`src/design/hme_pkg.sv`:
```
// Shared constants for the Heisenberg matrix element block.
// Used by the channel interfaces and by the top level; depends on nothing.
package hme_pkg;

  localparam int IDX_W     = 16;
  localparam int IDX_POS_W = $clog2(IDX_W);
  localparam int ELEM_W    = 6;
  localparam int CFG_W     = 3;
  localparam int APB_DW    = 32;
  localparam int APB_AW    = 3;

  localparam int DEF_MAX_ROWS = 4;
  localparam int DEF_MAX_COLS = 4;

  localparam logic [CFG_W-1:0] GRID_ROWS_RESET = 3'd2;
  localparam logic [CFG_W-1:0] GRID_COLS_RESET = 3'd2;

  // Register index, taken from paddr bit 2.
  localparam logic REG_GRID_ROWS = 1'b0;
  localparam logic REG_GRID_COLS = 1'b1;

  // Element values in quarters.
  localparam logic signed [ELEM_W-1:0] ELEM_IDENTITY = 6'sd4;
  localparam logic signed [ELEM_W-1:0] ELEM_SWAP     = -6'sd2;
  localparam logic signed [ELEM_W-1:0] ELEM_ZERO     = 6'sd0;

endpackage

```
`src/design/hme_in_if.sv`:
```
// Input channel of the Heisenberg matrix element block: a pair of basis states.
// Depends on hme_pkg for the index width.
interface hme_in_if;
  logic                       valid;
  logic                       ready;
  logic [hme_pkg::IDX_W-1:0]  row_index;
  logic [hme_pkg::IDX_W-1:0]  col_index;

  modport source (output valid, output row_index, output col_index, input ready);
  modport sink   (input valid, input row_index, input col_index, output ready);
endinterface

```
`src/design/hme_out_if.sv`:
```
// Result channel of the Heisenberg matrix element block: one element in quarters.
// Depends on hme_pkg for the element width.
interface hme_out_if;
  logic                              valid;
  logic                              ready;
  logic signed [hme_pkg::ELEM_W-1:0] element_quarters;
  logic                              is_diagonal;

  modport source (output valid, output element_quarters, output is_diagonal, input ready);
  modport sink   (input valid, input element_quarters, input is_diagonal, output ready);
endinterface

```
`src/design/heisenberg_matrix_element.sv`:
```
// Heisenberg matrix element block: one element of I - H per beat.
// Depends on hme_pkg, hme_in_if and hme_out_if.
//
// Usage: each input beat on in_ch carries a row and a column basis state, one
// spin bit per lattice site, site 0 in the most significant used bit. Each
// beat produces exactly one result beat on out_ch: the element of I - H in
// quarters and a flag that marks the diagonal. The lattice size is set by the
// grid_rows (address 0) and grid_cols (address 4) registers on the APB port;
// they are to be written only while the block is idle, which the block itself
// does not enforce. Sizes above MAX_ROWS / MAX_COLS saturate.
// An accepted input beat is held in the input register, then passes to the
// result register, whose output is the result beat. Throughput is one beat per
// cycle while the receiver takes results, set by the single combinational
// pass between those two registers. When the receiver stalls, the result
// register holds and the input register still takes one more beat; after
// that in_ch.ready drops.
// Synchronous reset empties both stages and sets the grid to 2 by 2.
module heisenberg_matrix_element #(
  parameter int MAX_ROWS = hme_pkg::DEF_MAX_ROWS,
  parameter int MAX_COLS = hme_pkg::DEF_MAX_COLS
) (
  input  logic                        clk,
  input  logic                        rst_n,
  hme_in_if.sink                      in_ch,
  hme_out_if.source                   out_ch,
  input  logic                        cfg_psel,
  input  logic                        cfg_penable,
  input  logic                        cfg_pwrite,
  input  logic [hme_pkg::APB_AW-1:0]  cfg_paddr,
  input  logic [hme_pkg::APB_DW-1:0]  cfg_pwdata,
  output logic [hme_pkg::APB_DW-1:0]  cfg_prdata,
  output logic                        cfg_pready
);

  localparam int MAX_SITES = MAX_ROWS * MAX_COLS;
  localparam int SITES_W   = $clog2(MAX_SITES + 1);
  localparam int NB        = MAX_ROWS * (MAX_COLS - 1) + MAX_COLS * (MAX_ROWS - 1);
  localparam int NBV       = NB + 1;
  localparam int CNT_W     = $clog2(NBV + 1);
  localparam int ACC_W     = CNT_W + hme_pkg::ELEM_W;
  localparam int PEXT_W    = SITES_W + hme_pkg::IDX_POS_W;
  localparam int DIM_W     = hme_pkg::CFG_W + 1;
  localparam logic [DIM_W-1:0] MAX_R = MAX_ROWS[DIM_W-1:0];
  localparam logic [DIM_W-1:0] MAX_C = MAX_COLS[DIM_W-1:0];

  // Configuration registers.
  logic [hme_pkg::CFG_W-1:0] grid_rows_r;
  logic [hme_pkg::CFG_W-1:0] grid_cols_r;
  logic                      cfg_wr;

  assign cfg_pready = 1'b1;
  assign cfg_wr     = cfg_psel && cfg_penable && cfg_pwrite && cfg_pready;

  always_ff @(posedge clk) begin
    if (!rst_n) begin
      grid_rows_r <= hme_pkg::GRID_ROWS_RESET;
      grid_cols_r <= hme_pkg::GRID_COLS_RESET;
    end else if (cfg_wr) begin
      if (cfg_paddr[2] == hme_pkg::REG_GRID_ROWS) begin
        grid_rows_r <= cfg_pwdata[hme_pkg::CFG_W-1:0];
      end else begin
        grid_cols_r <= cfg_pwdata[hme_pkg::CFG_W-1:0];
      end
    end
  end

  always_comb begin
    if (cfg_paddr[2] == hme_pkg::REG_GRID_COLS) begin
      cfg_prdata = {{(hme_pkg::APB_DW-hme_pkg::CFG_W){1'b0}}, grid_cols_r};
    end else begin
      cfg_prdata = {{(hme_pkg::APB_DW-hme_pkg::CFG_W){1'b0}}, grid_rows_r};
    end
  end

  // Two-stage pipeline handshake.
  logic                      s1_valid_r;
  logic [hme_pkg::IDX_W-1:0] s1_row_r;
  logic [hme_pkg::IDX_W-1:0] s1_col_r;
  logic                      out_valid_r;
  logic signed [hme_pkg::ELEM_W-1:0] out_elem_r;
  logic                      out_diag_r;
  logic                      adv2;
  logic                      adv1;

  assign adv2        = !out_valid_r || out_ch.ready;
  assign adv1        = !s1_valid_r || adv2;
  assign in_ch.ready = adv1;

  // Effective lattice size and site count.
  logic [DIM_W-1:0]     rows_eff;
  logic [DIM_W-1:0]     cols_eff;
  logic [2*DIM_W-1:0]   sites_prod;
  logic [SITES_W-1:0]   sites;

  assign rows_eff   = ({1'b0, grid_rows_r} > MAX_R) ? MAX_R : {1'b0, grid_rows_r};
  assign cols_eff   = ({1'b0, grid_cols_r} > MAX_C) ? MAX_C : {1'b0, grid_cols_r};
  assign sites_prod = rows_eff * cols_eff;
  assign sites      = sites_prod[SITES_W-1:0];

  logic [hme_pkg::IDX_W-1:0] idx_mask;
  logic [hme_pkg::IDX_W-1:0] row_m;
  logic [hme_pkg::IDX_W-1:0] col_m;
  logic [hme_pkg::IDX_W-1:0] diff_m;
  logic                      diag_c;
  logic                      two_flips;

  always_comb begin
    for (int k = 0; k < hme_pkg::IDX_W; k++) begin
      idx_mask[k] = (k < int'(sites));
    end
  end

  assign row_m     = s1_row_r & idx_mask;
  assign col_m     = s1_col_r & idx_mask;
  assign diff_m    = row_m ^ col_m;
  assign diag_c    = (row_m == col_m);
  assign two_flips = ($countones(diff_m) == 2);

  // Spin and flip bit of every lattice position. A site whose bit lies above
  // the index width reads as spin down and never flips.
  logic r_spin [MAX_ROWS][MAX_COLS];
  logic d_spin [MAX_ROWS][MAX_COLS];

  always_comb begin
    logic [SITES_W-1:0] s_v;
    logic [SITES_W-1:0] p_v;
    logic [PEXT_W-1:0]  p_ext;
    logic               here;
    for (int i = 0; i < MAX_ROWS; i++) begin
      for (int j = 0; j < MAX_COLS; j++) begin
        here  = (i < int'(rows_eff)) && (j < int'(cols_eff));
        s_v   = SITES_W'(i * int'(cols_eff) + j);
        p_v   = sites - SITES_W'(1) - s_v;
        p_ext = PEXT_W'(p_v);
        if (here && (int'(p_v) < hme_pkg::IDX_W)) begin
          r_spin[i][j] = row_m[p_ext[hme_pkg::IDX_POS_W-1:0]];
          d_spin[i][j] = diff_m[p_ext[hme_pkg::IDX_POS_W-1:0]];
        end else begin
          r_spin[i][j] = 1'b0;
          d_spin[i][j] = 1'b0;
        end
      end
    end
  end

  // Per-bond flags; the top bit is a spare that stays clear.
  logic [NBV-1:0] bond_on;
  logic [NBV-1:0] bond_eq;
  logic [NBV-1:0] bond_swap;

  always_comb begin
    int k;
    k         = 0;
    bond_on   = '0;
    bond_eq   = '0;
    bond_swap = '0;
    for (int i = 0; i < MAX_ROWS - 1; i++) begin
      for (int j = 0; j < MAX_COLS; j++) begin
        bond_on[k]   = (i + 1 < int'(rows_eff)) && (j < int'(cols_eff));
        bond_eq[k]   = (r_spin[i][j] == r_spin[i+1][j]);
        bond_swap[k] = d_spin[i][j] && d_spin[i+1][j] && !bond_eq[k];
        k++;
      end
    end
    for (int i = 0; i < MAX_ROWS; i++) begin
      for (int j = 0; j < MAX_COLS - 1; j++) begin
        bond_on[k]   = (i < int'(rows_eff)) && (j + 1 < int'(cols_eff));
        bond_eq[k]   = (r_spin[i][j] == r_spin[i][j+1]);
        bond_swap[k] = d_spin[i][j] && d_spin[i][j+1] && !bond_eq[k];
        k++;
      end
    end
  end

  // Diagonal: 1 + (bonds - 2 * equal bonds) / 4, worked in quarters.
  logic [CNT_W-1:0]        n_bonds;
  logic [CNT_W-1:0]        n_equal;
  logic signed [ACC_W-1:0] diag_acc;
  logic                    swap_hit;
  logic signed [hme_pkg::ELEM_W-1:0] elem_c;

  assign n_bonds  = CNT_W'($countones(bond_on));
  assign n_equal  = CNT_W'($countones(bond_on & bond_eq));
  assign diag_acc = ACC_W'(hme_pkg::ELEM_IDENTITY) + ACC_W'(n_bonds)
                    - (ACC_W'(n_equal) <<< 1);
  assign swap_hit = two_flips && |(bond_on & bond_swap);

  always_comb begin
    if (diag_c) begin
      elem_c = diag_acc[hme_pkg::ELEM_W-1:0];
    end else if (swap_hit) begin
      elem_c = hme_pkg::ELEM_SWAP;
    end else begin
      elem_c = hme_pkg::ELEM_ZERO;
    end
  end

  always_ff @(posedge clk) begin
    if (!rst_n) begin
      s1_valid_r  <= 1'b0;
      out_valid_r <= 1'b0;
    end else begin
      if (adv1) begin
        s1_valid_r <= in_ch.valid;
      end
      if (adv2) begin
        out_valid_r <= s1_valid_r;
      end
    end
  end

  always_ff @(posedge clk) begin
    if (adv1 && in_ch.valid) begin
      s1_row_r <= in_ch.row_index;
      s1_col_r <= in_ch.col_index;
    end
    if (adv2 && s1_valid_r) begin
      out_elem_r <= elem_c;
      out_diag_r <= diag_c;
    end
  end

  assign out_ch.valid            = out_valid_r;
  assign out_ch.element_quarters = out_elem_r;
  assign out_ch.is_diagonal      = out_diag_r;

  // An off-diagonal element is either a single swap or zero.
  a_offdiag_values: assert property (@(posedge clk) disable iff (!rst_n)
    (out_valid_r && !out_diag_r) |->
      (out_elem_r == hme_pkg::ELEM_SWAP || out_elem_r == hme_pkg::ELEM_ZERO))
    else $error("off-diagonal element out of range");

  // An empty lattice makes every pair a diagonal of value one.
  a_empty_lattice: assert property (@(posedge clk) disable iff (!rst_n)
    (s1_valid_r && sites == '0) |-> (diag_c && elem_c == hme_pkg::ELEM_IDENTITY))
    else $error("empty lattice gave a wrong element");

  // A held first stage keeps its beat while the result register is stalled.
  a_stage1_hold: assert property (@(posedge clk) disable iff (!rst_n)
    (s1_valid_r && !adv2) |=> (s1_valid_r && $stable(s1_row_r) && $stable(s1_col_r)))
    else $error("first stage lost a beat under stall");

  // An accepted input beat always lands in the first stage.
  a_accept_lands: assert property (@(posedge clk) disable iff (!rst_n)
    (in_ch.valid && in_ch.ready) |=> s1_valid_r)
    else $error("accepted beat did not enter the pipeline");

endmodule
```
`src/flat_wrapper.sv`:
```
// flat-port wrapper written by rule: the top's interface ports become plain ports
module heisenberg_matrix_element_flat 
#(
  parameter int MAX_ROWS = hme_pkg::DEF_MAX_ROWS,
  parameter int MAX_COLS = hme_pkg::DEF_MAX_COLS
)
  (clk, rst_n, cfg_psel, cfg_penable, cfg_pwrite, cfg_paddr, cfg_pwdata, cfg_prdata, cfg_pready, in_ch_valid, in_ch_row_index, in_ch_col_index, in_ch_ready, out_ch_valid, out_ch_element_quarters, out_ch_is_diagonal, out_ch_ready);
  hme_in_if in_ch_i ();
  hme_out_if out_ch_i ();
  input  logic clk;
  input  logic rst_n;
  input  logic cfg_psel;
  input  logic cfg_penable;
  input  logic cfg_pwrite;
  input  logic [hme_pkg::APB_AW-1:0] cfg_paddr;
  input  logic [hme_pkg::APB_DW-1:0] cfg_pwdata;
  output logic [hme_pkg::APB_DW-1:0] cfg_prdata;
  output logic cfg_pready;
  input wire logic [$bits(in_ch_i.valid)-1:0] in_ch_valid;
  input wire logic [$bits(in_ch_i.row_index)-1:0] in_ch_row_index;
  input wire logic [$bits(in_ch_i.col_index)-1:0] in_ch_col_index;
  output wire logic [$bits(in_ch_i.ready)-1:0] in_ch_ready;
  output wire logic [$bits(out_ch_i.valid)-1:0] out_ch_valid;
  output wire logic [$bits(out_ch_i.element_quarters)-1:0] out_ch_element_quarters;
  output wire logic [$bits(out_ch_i.is_diagonal)-1:0] out_ch_is_diagonal;
  input wire logic [$bits(out_ch_i.ready)-1:0] out_ch_ready;
  assign in_ch_i.valid = in_ch_valid;
  assign in_ch_i.row_index = in_ch_row_index;
  assign in_ch_i.col_index = in_ch_col_index;
  assign in_ch_ready = in_ch_i.ready;
  assign out_ch_valid = out_ch_i.valid;
  assign out_ch_element_quarters = out_ch_i.element_quarters;
  assign out_ch_is_diagonal = out_ch_i.is_diagonal;
  assign out_ch_i.ready = out_ch_ready;
  heisenberg_matrix_element #(.MAX_ROWS(MAX_ROWS), .MAX_COLS(MAX_COLS)) u_core (.clk(clk), .rst_n(rst_n), .in_ch(in_ch_i), .out_ch(out_ch_i), .cfg_psel(cfg_psel), .cfg_penable(cfg_penable), .cfg_pwrite(cfg_pwrite), .cfg_paddr(cfg_paddr), .cfg_pwdata(cfg_pwdata), .cfg_prdata(cfg_prdata), .cfg_pready(cfg_pready));
endmodule
```
`config.mk`:
```
export PLATFORM = sky130hd
export DESIGN_NAME = heisenberg_matrix_element_flat
export DESIGN_NICKNAME = d
export VERILOG_FILES = /design/src/design/hme_pkg.sv /design/src/design/hme_in_if.sv /design/src/design/hme_out_if.sv /design/src/design/heisenberg_matrix_element.sv /design/src/flat_wrapper.sv
export SDC_FILE = /design/constraint.sdc
export NUM_CORES = 1
export LEC_CHECK = 0
export ABC_CLOCK_PERIOD_IN_PS = 25000
export BUFFER_PORTS_ARGS = -buffer_cell sky130_fd_sc_hd__buf_2
export CORE_MARGIN = 2
export CORE_UTILIZATION = 30
export CTS_CLUSTER_SIZE = 10
export DETAILED_ROUTE_END_ITERATION = 7
export HOLD_SLACK_MARGIN = 0.08
export PLACE_DENSITY = 0.54
export RECOVER_POWER = 25
export SKIP_LAST_GASP = 1
export SYNTH_ARGS = -nofsm -noshare
export SYNTH_HDL_FRONTEND = slang
export SYNTH_SLANG_ARGS = --single-unit
```
`constraint.sdc`:
```
create_clock -name clk -period 25 [get_ports clk]
set_input_delay 1.25 -clock clk [delete_from_list [all_inputs] [get_ports clk]]
set_output_delay 1.25 -clock clk [all_outputs]
set_load 0.02 [all_outputs]
```
# Word-level counts from Yosys, hierarchy flattened
# Cells that the tools add are included.
[totals]
register_bits = 47
input_bits = 74
[classes]
addsub = 87
mul = 2
order_cmp = 58
eq_ne = 26
mux = 101
bitwise_logic = 6
n_reduce_logical = 116
[ops]
columns = ["cell", "n"]
rows = [
  ["32-bit adder", 7],
  ["1-bit binary-select mux with 4-bit select", 32],
  ["5-bit adder", 22],
  ["1-bit logical AND", 85],
  ["4-bit by 5-bit less-than comparator with 1-bit output (second input constant)", 16],
  ["5-bit less-than comparator (second input constant)", 16],
  ["1-bit two-way mux", 64],
  ["1-bit by 1-bit adder with 2-bit output", 30],
  ["5-bit subtractor", 11],
  ["24-bit AND", 2],
  ["4-bit by 5-bit less-than comparator with 1-bit output (first input constant)", 8],
  ["16-bit AND", 2],
  ["32-bit by 3-bit == test with 1-bit output (second input constant)", 1],
  ["1-bit logical NOT", 26],
  ["25-bit OR reduction", 1],
  ["1-bit == test", 24],
  ["3-bit by 5-bit less-than comparator with 1-bit output (first input constant)", 4],
  ["16-bit == test", 1],
  ["1-bit by 4-bit less-than comparator with 1-bit output (first input constant)", 4],
  ["2-bit by 4-bit less-than comparator with 1-bit output (first input constant)", 4],
  ["16-bit bitwise XOR", 1],
  ["5-bit by 2-bit adder with 5-bit output (second input constant)", 3],
  ["6-bit two-way mux", 2],
  ["4-bit by 2-bit adder with 5-bit output (second input constant)", 2],
  ["other kinds (17)", 28],
]

# Longest topological paths before layout
[logic_depth]
word_depth = 17
mapped_depth = 46

# Least setup slack after synthesis
# No wires, ideal clock.
[synth_path]
path_kind = "register -> register"
from = "reg u_core.grid_cols_r[2] (netlist name)"
to = "reg u_core.out_elem_r (netlist bit u_core.out_ch.element_quarters[5]) (data pin)"
arrival_ns = 10.859
required_time_ns = 24.720
path_slack_ns = 13.862
path_stages_with_launch = 43
period_less_slack_ns = 11.138
cell_sequence = "dfxtp_1 buf_2 clkbuf_1 clkbuf_1 inv_1 nand2_1 inv_1 nand2_1 fa_1 inv_1 ha_1 clkbuf_1 xor2_1 inv_1 ha_1 clkbuf_1 nand2_1 o21ai_0 (+7 left out) ha_1 inv_1 fa_1 inv_1 fa_1 fa_1 fa_1 fa_1 ha_1 inv_1 fa_1 ha_1 ha_1 a21o_1 a21oi_1 xnor2_1 nand2_1 nand3_1"
[synth_between]
elab_chain_cells = 17
word_cells_on_any_way = 362
classes_between = "add/sub (87); mul (2); order compare (37); eq/ne (26); mux (99); bitwise (5); reduce/logical (106)"
[synth_rtl]
columns = ["element", "line_no", "source"]
rows = [
  ["start, declared", "heisenberg_matrix_element.sv:48", "logic [hme_pkg::CFG_W-1:0] grid_cols_r;"],
  ["start signal, assigned", "heisenberg_matrix_element.sv:57", "grid_cols_r <= hme_pkg::GRID_COLS_RESET;"],
  ["start signal, assigned", "heisenberg_matrix_element.sv:62", "grid_cols_r <= cfg_pwdata[hme_pkg::CFG_W-1:0];"],
  ["3-bit greater-than comparator", "heisenberg_matrix_element.sv:96", "assign cols_eff = ({1'b0, grid_cols_r} > MAX_C) ? MAX_C : {1'b0, grid_cols_r};"],
  ["3-bit two-way mux *", "heisenberg_matrix_element.sv:96", ""],
  ["4-bit by 4-bit multiplier with 5-bit output or 2-bit by 4-bit multiplier with 5-bit output (tied branches)", "heisenberg_matrix_element.sv:97, heisenberg_matrix_element.sv:132", ""],
  ["5-bit by 1-bit subtractor with 5-bit output, or another cell as far along", "heisenberg_matrix_element.sv:133", "p_v = sites - SITES_W'(1) - s_v;"],
  ["5-bit by 4-bit subtractor with 5-bit output, or another cell as far along", "heisenberg_matrix_element.sv:133", ""],
  ["1-bit binary-select mux with 4-bit select or 5-bit less-than comparator (tied branches)", "heisenberg_matrix_element.sv:136, heisenberg_matrix_element.sv:135", ""],
  ["1-bit two-way mux (implied by the code) or 1-bit logical AND (tied branches)", "heisenberg_matrix_element.sv:136, heisenberg_matrix_element.sv:135", ""],
  ["1-bit two-way mux", "heisenberg_matrix_element.sv:135", "if (here && (int'(p_v) < hme_pkg::IDX_W)) begin"],
  ["1-bit == test (on tied branches)", "heisenberg_matrix_element.sv:160, heisenberg_matrix_element.sv:168", ""],
  ["24-bit AND", "heisenberg_matrix_element.sv:183", "assign n_equal = CNT_W'($countones(bond_on & bond_eq));"],
  ["1-bit by 1-bit adder with 2-bit output (implied by the code)", "heisenberg_matrix_element.sv:183", ""],
  ["5-bit adder (implied by the code) (2 in series)", "heisenberg_matrix_element.sv:183", ""],
  ["5-bit adder (implied by the code) or 5-bit by 1-bit adder with 5-bit output (tied branches)", "heisenberg_matrix_element.sv:183", ""],
  ["5-bit adder (implied by the code)", "heisenberg_matrix_element.sv:183", ""],
  ["6-bit subtractor", "heisenberg_matrix_element.sv:185", "- (ACC_W'(n_equal) <<< 1);"],
  ["6-bit two-way mux *", "heisenberg_matrix_element.sv:189", "if (diag_c) begin"],
  ["named net u_core.elem_c (one bit)", "heisenberg_matrix_element.sv:180", "logic signed [hme_pkg::ELEM_W-1:0] elem_c;"],
  ["end signal, assigned", "heisenberg_matrix_element.sv:218", "out_elem_r <= elem_c;"],
  ["end, declared", "heisenberg_matrix_element.sv:80", "logic signed [hme_pkg::ELEM_W-1:0] out_elem_r;"],
]
# Mark *: on every way through the listed nets, which the timed path passes. The rest lies on a longest branch. The select of a mux whose other input is x is not followed.
# A chain may end at the register's enable or synchronous reset.

# Final worst setup path
# Same ends and word-level chain as after synthesis.

==> flow_metrics.env <==
export IMPL_die_h_um=202
export IMPL_cts_buffers=5
export IMPL_gp_congestion=0.980
export IMPL_io_pins=116
export IMPL_hp_class="register to register"
export IMPL_final_period_utilization=0.518
export IMPL_cp_arrival_ns=13.01
export IMPL_first_iter_violations=1331
export IMPL_dr_pass1_iters=7
export IMPL_synthCells=1406
export IMPL_cts_hold_buf=0
export IMPL_crit_type="register to register"
export IMPL_r2r_end="u_core.out_ch.element_quarters[5]$_DFFE_PP_"
export IMPL_h_tree_depth=2
export IMPL_ff2ff_path_depth=41
export IMPL_post_drt_wl_per_cell_um=23.2
export IMPL_synth_top_cell_area_share=0.112
export IMPL_slew_headroom=0.204
export IMPL_overflow=0
export IMPL_yosys_area_share_simple=0.162
export IMPL_drive_gt1_frac=0.115
export IMPL_core_region_area_um2=38600
export IMPL_min_path_cells=1
export IMPL_grt_pass1_wl_um=66600
export IMPL_synth_yosys_warnings=0
export IMPL_diodes=0
export IMPL_fin_crit_ns=12.96
export IMPL_synth_top_family_by_area="compound AO/OA/AOI/OAI gates"
export IMPL_critPathCaptureType="register"
export IMPL_power_density_nw_per_um2=55.9
export IMPL_layout_nets=1658
export IMPL_cp_max_fo=19
export IMPL_start_kind="register"
export IMPL_routed_wl_um=44900
export IMPL_ys_types=98
export IMPL_rsz0062_at_grt="false"
export IMPL_clock_tree_buffer_depth=2
export IMPL_max_freq_ghz=0.0771
export IMPL_vias=11200
export IMPL_ctsResizeCount=0
export IMPL_numPortBuffers=54
export IMPL_finalHoldViolCount=0
export IMPL_synth_compound_area_share=0.221
export IMPL_rr_startpoint="u_core.grid_cols_r[2]$_SDFFE_PN0P_"
export IMPL_synth_area_um2=11700
export IMPL_cpMostUsedCell="inv_1"
export IMPL_insertion_delay_ns=0.34
export IMPL_cts_tree="done"
export IMPL_r2r_setup_slack_ns=12.04
export IMPL_async_flop_share=0
export IMPL_final_setup_viol_count=0
export IMPL_synth_edf_count=39
export IMPL_totalPowerFinal_mw=0.699
export IMPL_synth_mux_area_frac=0.0910
export IMPL_placed_cells=1927
export IMPL_synthAdderAreaFrac=0.219
export IMPL_synth_seq_cells=47
export IMPL_start_util=0.304
export IMPL_synth_area_leaders="ha_1, fa_1, edfxtp_1, xnor2_1, inv_1"
export IMPL_final_cell_count_no_fill=1935
export IMPL_setup_tns_ns=0
export IMPL_grt_max_degree=54
export IMPL_max_stage_delay_ns=0.85
export IMPL_synth_xor_area_frac=0.0935
export IMPL_worst_pin_slew_ns=1.18
export IMPL_vdd_drop_max_mv=0.0572
export IMPL_hold_path_startpoint="u_core.s1_valid_r$_SDFFE_PN0N_"
export IMPL_leakagePower_nw=5.29
export IMPL_grt_pass1_vias=10700
export IMPL_finClkSkew_ns=0.0138
export IMPL_synth_avg_cell_area_um2=8.35
export IMPL_synth_flop_cell="edfxtp_1"
export IMPL_die_area_um2=40700
export IMPL_cts_setup_buffers=0
export IMPL_grt_util_all_layers=0.218
export IMPL_required_ns=25.05
export IMPL_yosysMostFrequentCell="inv_1"
export IMPL_finalMaxSlewViolations=0
export IMPL_antenna_found_initial=0
export IMPL_cts_sinks=47
export IMPL_viasPerCell=5.78
export IMPL_ys_seq_area_frac=0.113
export IMPL_ys_top_cells_by_count="inv_1, nor2_1, ha_1"
export IMPL_status="complete, no violations"
export IMPL_drc=0
export IMPL_drv_cap=0
export IMPL_crit_path_top_delay_cell="ha_1"
export IMPL_whs_endpoint="u_core.out_ch.valid$_SDFFE_PN0P_"
export IMPL_syn_to_final_growth_pct=6.50
export IMPL_final_antenna_net_count=0
export IMPL_yosysTopAreaCell="ha_1"
export IMPL_path_clk_slew_ns=0.09
export IMPL_dp_hpwl_um=36000
export IMPL_rows=72
export IMPL_fp_dieW_um=202
export IMPL_cts_root_buf="clkbuf_16"
==> power by group <==
| group | switching [mW] | leakage, nW | internal (mW) |
|---|---|---|---|
| clock | 0.0402 | 0.0767 | 0.0388 |
| sequential | 0.00565 | 0.446 | 0.0923 |
| combinational | 0.311 | 4.77 | 0.211 |
| total | 0.357 | 5.29 | 0.342 |
==> per-layer routing <==
layer | GRT usage | vias to the layer above | part of all wire
li1 | - | 5014 | -
met1 | 0.286 | 5489 | 0.42
met2 | 0.351 | 554 | 0.45
met3 | 0.0369 | 119 | 0.079
met4 | 0.104 | 0 | 0.050
met5 | 0 | - | 0
==> cell families after synthesis <==
logic type	count (synthesis)
compound gates	348
mux	79
flops	47
simple gates	396
buf+inv	252
xor+xnor	114
fa+ha+maj	168
other cells	2
==> state kept, by name (all words and copies together) (netlist names) <==
signal,cells
u_core.grid_cols_r,3
u_core.out_ch.valid,1
u_core.out_ch.element_quarters,6
u_core.s1_valid_r,1
u_core.grid_rows_r,3
u_core.s1_row_r,16
u_core.out_ch.is_diagonal,1
u_core.s1_col_r,16
==> placed cells by master, fill, tap and decap left out, types with 12 or more instances in the layout <==
cell type,instances
a211oi_1,15
a21o_1,18
a21oi_1,67
and2_1,15
buf_2,54
buf_4,21
conb_1,30
edfxtp_1,39
fa_1,63
ha_1,105
inv_1,145
mux2_2,14
mux2i_1,43
mux4_2,20
nand2_1,101
nand2b_1,17
nand3_1,40
nor2_1,106
nor2b_1,19
nor3_1,43
o211ai_1,14
o21ai_0,51
o221ai_1,12
o22ai_1,19
xnor2_1,62
xor2_1,42
==> layout make-up <==
type | count | area, um2
clock buffer | 5 | 125
clock inverter | 3 | 28.8
fill | 4095 | 26200
inverter | 152 | 571
multi-input combinational | 1135 | 9370
sequential | 47 | 1330
tap | 518 | 648
timing repair buffer | 75 | 428
==> stage by stage <==
step | util | worst slack, ns | hold slack (ns) | area [um2]
detailed placement | 0.319 | 12.27 | 0.505 | 12300
floorplan | - | 13.86 | 0.475 | 11800
global route | 0.323 | 11.53 | 0.568 | 12500
CTS | 0.323 | 12.23 | 0.540 | 12500
finish | 0.323 | 12.04 | 0.528 | 12500
global placement | 0.319 | 12.36 | 0.491 | 12300
==> worst max-delay path by stage <==
stage	cells after the start	from	slack, ns	to
2_1_floorplan	42	u_core.grid_cols_r[2]$_SDFFE_PN0P_	13.86	u_core.out_ch.element_quarters[5]$_DFFE_PP_
3_3_place_gp	41	u_core.grid_cols_r[2]$_SDFFE_PN0P_	12.36	u_core.out_ch.element_quarters[5]$_DFFE_PP_
3_5_place_dp	41	u_core.grid_cols_r[2]$_SDFFE_PN0P_	12.27	u_core.out_ch.element_quarters[5]$_DFFE_PP_
4_1_cts	39	u_core.grid_cols_r[2]$_SDFFE_PN0P_	12.23	u_core.out_ch.element_quarters[5]$_DFFE_PP_
5_1_grt	41	u_core.grid_cols_r[2]$_SDFFE_PN0P_	11.53	u_core.out_ch.element_quarters[5]$_DFFE_PP_
6_report	41	u_core.grid_cols_r[2]$_SDFFE_PN0P_	12.04	u_core.out_ch.element_quarters[5]$_DFFE_PP_
==> critical path, delay by kind of cell, from the launching register on <==
kind / cells / cell delay, ns
simple gates: 8 / 1.45
xor+xnor: 3 / 0.90
buf+inv: 11 / 2.07
compound gates: 4 / 1.23
fa+ha+maj: 15 / 6.65
flops: 1 / 0.32
No activity file was read; power rests on OpenSTA's default activity.
